File: config.mk
export PLATFORM = sky130hd
export DESIGN_NAME = sync_length_deframer
export DESIGN_NICKNAME = d
export VERILOG_FILES = /design/src/rtl/core/sld_pkg.sv /design/src/rtl/core/sync_length_deframer.sv /design/src/rtl/core/sld_cfg_regs.sv /design/src/rtl/core/sld_parser.sv /design/src/rtl/core/sld_out_stage.sv
export SDC_FILE = /design/constraint.sdc
export NUM_CORES = 1
export LEC_CHECK = 0
export ABC_AREA = 0
export BUFFER_PORTS_ARGS = -buffer_cell sky130_fd_sc_hd__buf_2
export CAP_MARGIN = 20
export CORE_ASPECT_RATIO = 1.25
export CORE_MARGIN = 2
export CORE_UTILIZATION = 28
export DETAILED_ROUTE_END_ITERATION = 7
export GPL_TIMING_DRIVEN = 0
export SETUP_SLACK_MARGIN = 0.2
export SYNTH_ARGS = -nofsm -noshare
export SYNTH_HDL_FRONTEND = slang
export SYNTH_SLANG_ARGS = --single-unit
File: constraint.sdc
create_clock -name clk -period 7.4 [get_ports clk]
set_clock_uncertainty 0.1 [all_clocks]
set_input_delay 1.48 -clock clk [delete_from_list [all_inputs] [get_ports clk]]
set_output_delay 1.48 -clock clk [all_outputs]
set_load 0.02 [all_outputs]
File: src/rtl/core/sld_pkg.sv
`default_nettype none

package sld_pkg;

  // Register indexes on the configuration port (byte address is 4 * index).
  localparam logic [1:0] REG_SYNC_PATTERN = 2'd0;
  localparam logic [1:0] REG_MIN_LEN      = 2'd1;
  localparam logic [1:0] REG_ENABLE       = 2'd2;

  localparam logic [7:0] MIN_LEN_RESET = 8'd5;

  typedef struct packed {
    logic [23:0] sync_pattern;
    logic [7:0]  min_packet_len;
    logic        enable;
  } sld_cfg_t;

  typedef struct packed {
    logic [7:0] out_byte;
    logic       first_of_packet;
    logic       last_of_packet;
    logic [7:0] packet_len;
  } sld_result_t;

endpackage

`default_nettype wire

File: src/rtl/core/sync_length_deframer.sv
// Sync-word / length-prefixed packet deframer.
// The in_ stream carries one received byte per beat. While hunting, the
// block slides a SYNC_LEN-byte window over the stream; on a match with the
// sync word the next byte is the total packet length (header included).
// Lengths below min_packet_len, or too short to hold the header, are
// rejected and hunting goes on from the window ending on that length byte.
// Body bytes of an accepted packet leave on the out_ stream, one beat each,
// with tuser marking the first body byte and tlast the final one.
// Every byte is parsed by single-pass logic on the beat it is accepted, and
// a body beat is in the output register from the next cycle on. Throughput is
// one byte per cycle while the receiver keeps up, set by the single output
// register: in_tready is high whenever it is empty or is being drained.
// When the receiver stalls, the output beat holds and in_tready stays low
// for as long as it waits, whatever the next byte is: header and disabled
// bytes never need the register, yet still wait for in_tready.
// Reset clears the window, the parse state and the output register; the
// configuration registers return to sync word 0, minimum length 5 and
// parsing disabled (bytes are accepted and dropped).
`default_nettype none

module sync_length_deframer #(
  parameter int SYNC_LEN = 3
) (
  input  logic        clk,
  input  logic        rst_n,
  // Input stream.
  input  logic        in_tvalid,
  output logic        in_tready,
  input  logic [7:0]  in_tdata,    // [7:0] in_byte
  // Output stream.
  output logic        out_tvalid,
  input  logic        out_tready,
  output logic [15:0] out_tdata,   // [7:0] out_byte, [15:8] packet_len
  output logic        out_tlast,   // last_of_packet
  output logic        out_tuser,   // [0] first_of_packet
  // Configuration port.
  input  logic        cfg_psel,
  input  logic        cfg_penable,
  input  logic        cfg_pwrite,
  input  logic [3:0]  cfg_paddr,
  input  logic [31:0] cfg_pwdata,
  output logic [31:0] cfg_prdata,
  output logic        cfg_pready
);
  import sld_pkg::*;

  sld_cfg_t    cfg;
  sld_result_t res;
  sld_result_t out_res;
  logic        res_valid;
  logic        can_take;
  logic        in_fire;

  sld_cfg_regs u_cfg (
    .clk     (clk),
    .rst_n   (rst_n),
    .psel    (cfg_psel),
    .penable (cfg_penable),
    .pwrite  (cfg_pwrite),
    .paddr   (cfg_paddr),
    .pwdata  (cfg_pwdata),
    .prdata  (cfg_prdata),
    .pready  (cfg_pready),
    .cfg     (cfg)
  );

  assign in_tready = can_take;
  assign in_fire   = in_tvalid && in_tready;

  sld_parser #(
    .SYNC_LEN (SYNC_LEN)
  ) u_parser (
    .clk       (clk),
    .rst_n     (rst_n),
    .cfg       (cfg),
    .in_fire   (in_fire),
    .in_byte   (in_tdata),
    .res_valid (res_valid),
    .res       (res)
  );

  sld_out_stage u_out (
    .clk        (clk),
    .rst_n      (rst_n),
    .load       (in_fire && res_valid),
    .res        (res),
    .can_take   (can_take),
    .out_tvalid (out_tvalid),
    .out_tready (out_tready),
    .out_res    (out_res)
  );

  assign out_tdata = {out_res.packet_len, out_res.out_byte};
  assign out_tlast = out_res.last_of_packet;
  assign out_tuser = out_res.first_of_packet;

endmodule

`default_nettype wire

File: src/rtl/core/sld_cfg_regs.sv
`default_nettype none

module sld_cfg_regs (
  input  logic                clk,
  input  logic                rst_n,
  input  logic                psel,
  input  logic                penable,
  input  logic                pwrite,
  input  logic [3:0]          paddr,
  input  logic [31:0]         pwdata,
  output logic [31:0]         prdata,
  output logic                pready,
  output sld_pkg::sld_cfg_t   cfg
);
  import sld_pkg::*;

  logic [23:0] sync_pattern_r;
  logic [7:0]  min_len_r;
  logic        enable_r;
  logic        wr_en;
  logic [1:0]  reg_idx;

  assign pready  = 1'b1;
  assign reg_idx = paddr[3:2];
  assign wr_en   = psel & penable & pwrite & pready;

  always_ff @(posedge clk) begin
    if (!rst_n) begin
      sync_pattern_r <= 24'd0;
      min_len_r      <= MIN_LEN_RESET;
      enable_r       <= 1'b0;
    end else if (wr_en) begin
      case (reg_idx)
        REG_SYNC_PATTERN: sync_pattern_r <= pwdata[23:0];
        REG_MIN_LEN:      min_len_r      <= pwdata[7:0];
        REG_ENABLE:       enable_r       <= pwdata[0];
        default: ;
      endcase
    end
  end

  always_comb begin
    case (reg_idx)
      REG_SYNC_PATTERN: prdata = {8'd0, sync_pattern_r};
      REG_MIN_LEN:      prdata = {24'd0, min_len_r};
      REG_ENABLE:       prdata = {31'd0, enable_r};
      default:          prdata = 32'd0;
    endcase
  end

  assign cfg.sync_pattern   = sync_pattern_r;
  assign cfg.min_packet_len = min_len_r;
  assign cfg.enable         = enable_r;

endmodule

`default_nettype wire

File: src/rtl/core/sld_parser.sv
`default_nettype none

module sld_parser #(
  parameter int SYNC_LEN = 3
) (
  input  logic                 clk,
  input  logic                 rst_n,
  input  sld_pkg::sld_cfg_t    cfg,
  input  logic                 in_fire,
  input  logic [7:0]           in_byte,
  output logic                 res_valid,
  output sld_pkg::sld_result_t res
);
  import sld_pkg::*;

  localparam int WinW = 8 * SYNC_LEN;
  localparam int CntW = $clog2(SYNC_LEN + 1);
  localparam logic [CntW-1:0] SyncCnt = CntW'(SYNC_LEN);
  localparam logic [7:0] HdrLen = 8'(SYNC_LEN + 1);

  localparam logic [1:0] PH_HUNT = 2'd0;
  localparam logic [1:0] PH_LEN  = 2'd1;
  localparam logic [1:0] PH_BODY = 2'd2;

  logic [1:0]      phase_r, phase_nxt;
  logic [WinW-1:0] win_r, win_nxt;
  logic [CntW-1:0] cnt_r, cnt_nxt;
  logic [7:0]      left_r, left_nxt;
  logic [7:0]      len_r, len_nxt;
  logic            first_r, first_nxt;

  logic [WinW+7:0]  win_cat;
  logic [WinW-1:0]  win_shift;
  logic [WinW+23:0] pat_wide;
  logic [CntW-1:0]  cnt_inc;
  logic             match;
  logic             len_bad;
  logic [7:0]       body_len;
  logic [7:0]       left_dec;

  // Sliding window and its compare. Sync bytes beyond the 24-bit register
  // compare with zero; a shorter window uses only the low pattern bytes.
  assign win_cat   = {win_r, in_byte};
  assign win_shift = win_cat[WinW-1:0];
  assign pat_wide  = {{WinW{1'b0}}, cfg.sync_pattern};
  assign cnt_inc   = (cnt_r == SyncCnt) ? cnt_r : cnt_r + 1'b1;
  assign match     = (cnt_inc == SyncCnt) && (win_shift == pat_wide[WinW-1:0]);

  assign len_bad   = (in_byte < cfg.min_packet_len) || (in_byte < HdrLen);
  assign body_len  = in_byte - HdrLen;
  assign left_dec  = (left_r != 8'd0) ? left_r - 8'd1 : 8'd0;

  assign res_valid           = cfg.enable && (phase_r == PH_BODY);
  assign res.out_byte        = in_byte;
  assign res.first_of_packet = first_r;
  assign res.last_of_packet  = (left_r == 8'd1);
  assign res.packet_len      = len_r;

  always_comb begin
    phase_nxt = phase_r;
    win_nxt   = win_r;
    cnt_nxt   = cnt_r;
    left_nxt  = left_r;
    len_nxt   = len_r;
    first_nxt = first_r;
    if (cfg.enable) begin
      case (phase_r)
        PH_LEN: begin
          if (len_bad) begin
            win_nxt   = win_shift;
            cnt_nxt   = cnt_inc;
            phase_nxt = match ? PH_LEN : PH_HUNT;
          end else begin
            len_nxt   = in_byte;
            left_nxt  = body_len;
            first_nxt = 1'b1;
            phase_nxt = PH_BODY;
            if (body_len == 8'd0) begin
              // Header only, no body: start over with an empty window.
              phase_nxt = PH_HUNT;
              win_nxt   = '0;
              cnt_nxt   = '0;
              first_nxt = 1'b0;
            end
          end
        end
        PH_BODY: begin
          first_nxt = 1'b0;
          left_nxt  = left_dec;
          if (left_dec == 8'd0) begin
            phase_nxt = PH_HUNT;
            win_nxt   = '0;
            cnt_nxt   = '0;
          end
        end
        default: begin
          win_nxt   = win_shift;
          cnt_nxt   = cnt_inc;
          phase_nxt = match ? PH_LEN : PH_HUNT;
        end
      endcase
    end
  end

  always_ff @(posedge clk) begin
    if (!rst_n) begin
      phase_r <= PH_HUNT;
      win_r   <= '0;
      cnt_r   <= '0;
      left_r  <= 8'd0;
      len_r   <= 8'd0;
      first_r <= 1'b0;
    end else if (in_fire) begin
      phase_r <= phase_nxt;
      win_r   <= win_nxt;
      cnt_r   <= cnt_nxt;
      left_r  <= left_nxt;
      len_r   <= len_nxt;
      first_r <= first_nxt;
    end
  end

endmodule

`default_nettype wire

File: src/rtl/core/sld_out_stage.sv
`default_nettype none

module sld_out_stage (
  input  logic                 clk,
  input  logic                 rst_n,
  input  logic                 load,
  input  sld_pkg::sld_result_t res,
  output logic                 can_take,
  output logic                 out_tvalid,
  input  logic                 out_tready,
  output sld_pkg::sld_result_t out_res
);
  import sld_pkg::*;

  logic        valid_r, valid_nxt;
  sld_result_t data_r;

  // A new beat may enter when the register is empty or is drained this cycle.
  assign can_take = !valid_r || out_tready;

  always_comb begin
    valid_nxt = valid_r;
    if (load) begin
      valid_nxt = 1'b1;
    end else if (out_tready) begin
      valid_nxt = 1'b0;
    end
  end

  always_ff @(posedge clk) begin
    if (!rst_n) begin
      valid_r <= 1'b0;
    end else begin
      valid_r <= valid_nxt;
    end
  end

  always_ff @(posedge clk) begin
    if (load) begin
      data_r <= res;
    end
  end

  assign out_tvalid = valid_r;
  assign out_res    = data_r;

endmodule

`default_nettype wire

==> reports/results.tsv <==
metric	value	unit
synth-seq-cells	89	
drive_above_1_share	0.212	
status	completed	
crit_arrival	2.80	ns
routedWlPerCell	14.8	µm
ys_warn_count	0	
min_path_cells	0	
hp-class	reg -> reg	
mappedNetlistArea	4570	µm²
place_ws	2.99	ns
dominantRegCellSynth	dfxtp_1	
placementRows	52	
grt_start_max_net_pins	19	
combPwrFrac	0.076	
numCtsBuffers	9	
cap_violations	0	
dp_hpwl	9190	µm
synth_commonest_cells	77 x nand2_1, 71 x dfxtp_1, 35 x mux2i_1, 35 x nor2_1, 32 x a21oi_1	
p_leak	2.28	nW
rsz0062_at_grt	no	
cts_tree	yes	
hold_violations	0	
synthArstFlopShare	0	
critPathRequiredTime	5.82	ns
grt_pass1_vias	3739	
p_seq_frac	0.496	
power_density	181	nW/µm²
io_pins	104	
avgSynthCellArea	9.04	µm²
nets	671	
synth_cell_types	61	
grt_pass1_wl	19400	µm
drc	0	
grt_util_met3	0.0233	
fin_crit	4.38	ns
antenna_left	0	
drv_slew	0	
antenna_cells	0	
p_sw	0.250	mW
worstMarginPinSlew	0.774	ns
synthCells	506	
yosysSeqAreaShare	0.429	
die_w	118	µm
vdd_drop_max	0.0000896	V
cp-start-kind	input port	
swShare	0.249	
cts_sinks	89	
cts_setup_buffers	0	
timing.fmax	228	MHz
htree_levels	3	
synthToLayoutAreaGrowth	21.6	%
routabilityCongestion	0.823	
endpoint_kind	output port	
dr.pass1.iters	4	
die_y	147	µm
intPower	0.755	mW
crit_type	in -> out	
busiest_layer	met2	
min_period_over_period	0.592	
synth_top_area_cell	dfxtp_1	
yosys.area.top_type_share	0.311	
slew_headroom	0.484	
cts_root_buffer	clkbuf_16	
rr_worst_depth	11	
clock_path_buffers	2	
drt-total-wl	12300	µm
synthTopCellsByArea	dfxtp_1 31%, edfxtp_1 12%, mux2i_1 7.7%, nand2_1 6.3%, ha_1 3.6%	
tns	0	ns
initial_core_util	0.284	
yosysMostFrequentCell	nand2_1	
setup_violations	0	
worst_slack	3.02	ns
die-area	17400	µm²
met1_usage	0.178	
cts_resized	0	
clock_latency	0.34	ns
coreArea	16100	µm²
antenna_found_initial	0	
num_vias	3802	
via_per_inst	4.59	
cts_hold_buf	0	
grt_overflow	0	
grt_use_met2	0.249	
path_clk_slew	0.07	ns
synth_edf_count	18	
worstPathMaxFanout	10	
track_usage	0.142	
drt_iter0_drc	189	
port_buffers	83	
clockPowerShare	0.428	
-- flip-flops by register name, summed over array words and instances (netlist names), 2 cells and up --
signal and cells:
u_parser.win_r 16, u_cfg.sync_pattern_r 24, u_parser.left_r 8, u_parser.cnt_r 2
u_parser.phase_r 2, u_parser.len_r 8, u_cfg.min_len_r 8, u_out.out_res 18
-- layout by cell type, fill, tap and decap left out, types with 4 or more instances in the layout --
cell       netlist  layout
o21ai_0          6       6
clkbuf_16        0       9
mux2i_1         35      35
clkbuf_1        22      24
nand3_1         21      21
nand2b_1         5       5
nor3b_1          4       4
dfxtp_1         71      71
buf_4           10      10
a21oi_1         32      32
nor3_1           6       6
inv_1           21      21
ha_1            13      13
o22ai_2          5       5
nor4_1           5       5
conb_1           2       9
xnor2_1         15      15
and2_1          17      17
xor2_1          16      16
o22ai_1          8       8
nor2_1          35      35
nand2_1         77      77
nand4_1          5       5
edfxtp_1        18      18
buf_2            4      87
-- cell families (layout without fill, tap and decap cells) --
group / Yosys count / after routing / share of synthesized area
other: 2 / 9 / 0.00164
adder cells (fa/ha/maj): 13 / 13 / 0.0356
AND/OR/NAND/NOR: 197 / 197 / 0.213
flip-flops: 89 / 89 / 0.429
buffers and inverters: 62 / 161 / 0.0651
AO/OA/AOI/OAI: 76 / 76 / 0.117
multiplexers: 36 / 36 / 0.0791
XOR/XNOR: 31 / 31 / 0.0594
-- through the flow --
step                      hold WS (ns)  utilization  total power, mW  cell area (µm²)  std cells
after floorplan                  0.308            -            0.553             4600        513
after global placement           0.320        0.329            0.586             5280        812
after detailed placement         0.315        0.329            0.586             5280        812
after CTS                        0.336        0.346             1.02             5560        828
after global routing             0.348        0.346             1.03             5560        828
final                            0.335        0.346             1.00             5560        828
-- power by group through the flow --
stage	logic, mW	clock network [mW]	registers (mW)
after floorplan	0.0449	0	0.508
after global placement	0.0769	0	0.509
after detailed placement	0.0770	0	0.509
after CTS	0.0775	0.440	0.498
after global routing	0.0838	0.452	0.498
final	0.0766	0.430	0.498
-- path summary, 6_finish.rpt --
path / from / endpoint / slack (ns)
max: cfg_paddr[2] / cfg_prdata[0] / 3.02
min: u_parser.len_r[2] / u_out.out_res[2] / 0.34
max reg2reg: u_parser.left_r[0] / u_parser.win_r[7] / 4.73
min reg2reg: u_parser.len_r[2] / u_out.out_res[2] / 0.34
-- cell type report --
class / count / area [µm²]
Fill cell: 1705 / 10500
Clock buffer: 11 / 233
Multi-Input combinational cell: 362 / 2340
Timing Repair Buffer: 83 / 415
Buffer: 41 / 219
Clock inverter: 5 / 41.3
Inverter: 21 / 78.8
Sequential cell: 89 / 1960
Tap cell: 216 / 270
-- layer usage --
layer / vias up / routed length, µm
met2: 89 / 5930
met4: 0 / 171
li1: 1920 / -
met3: 15 / 423
met1: 1778 / 5740
met5: - / 0
-- worst max-delay path, stage by stage --
cell	delay, ns
buf_2	0.12
buf_1	0.52
mux2i_1	0.15
o21ai_0	0.30
buf_2	0.23
No activity file was read; power rests on OpenSTA's default activity.
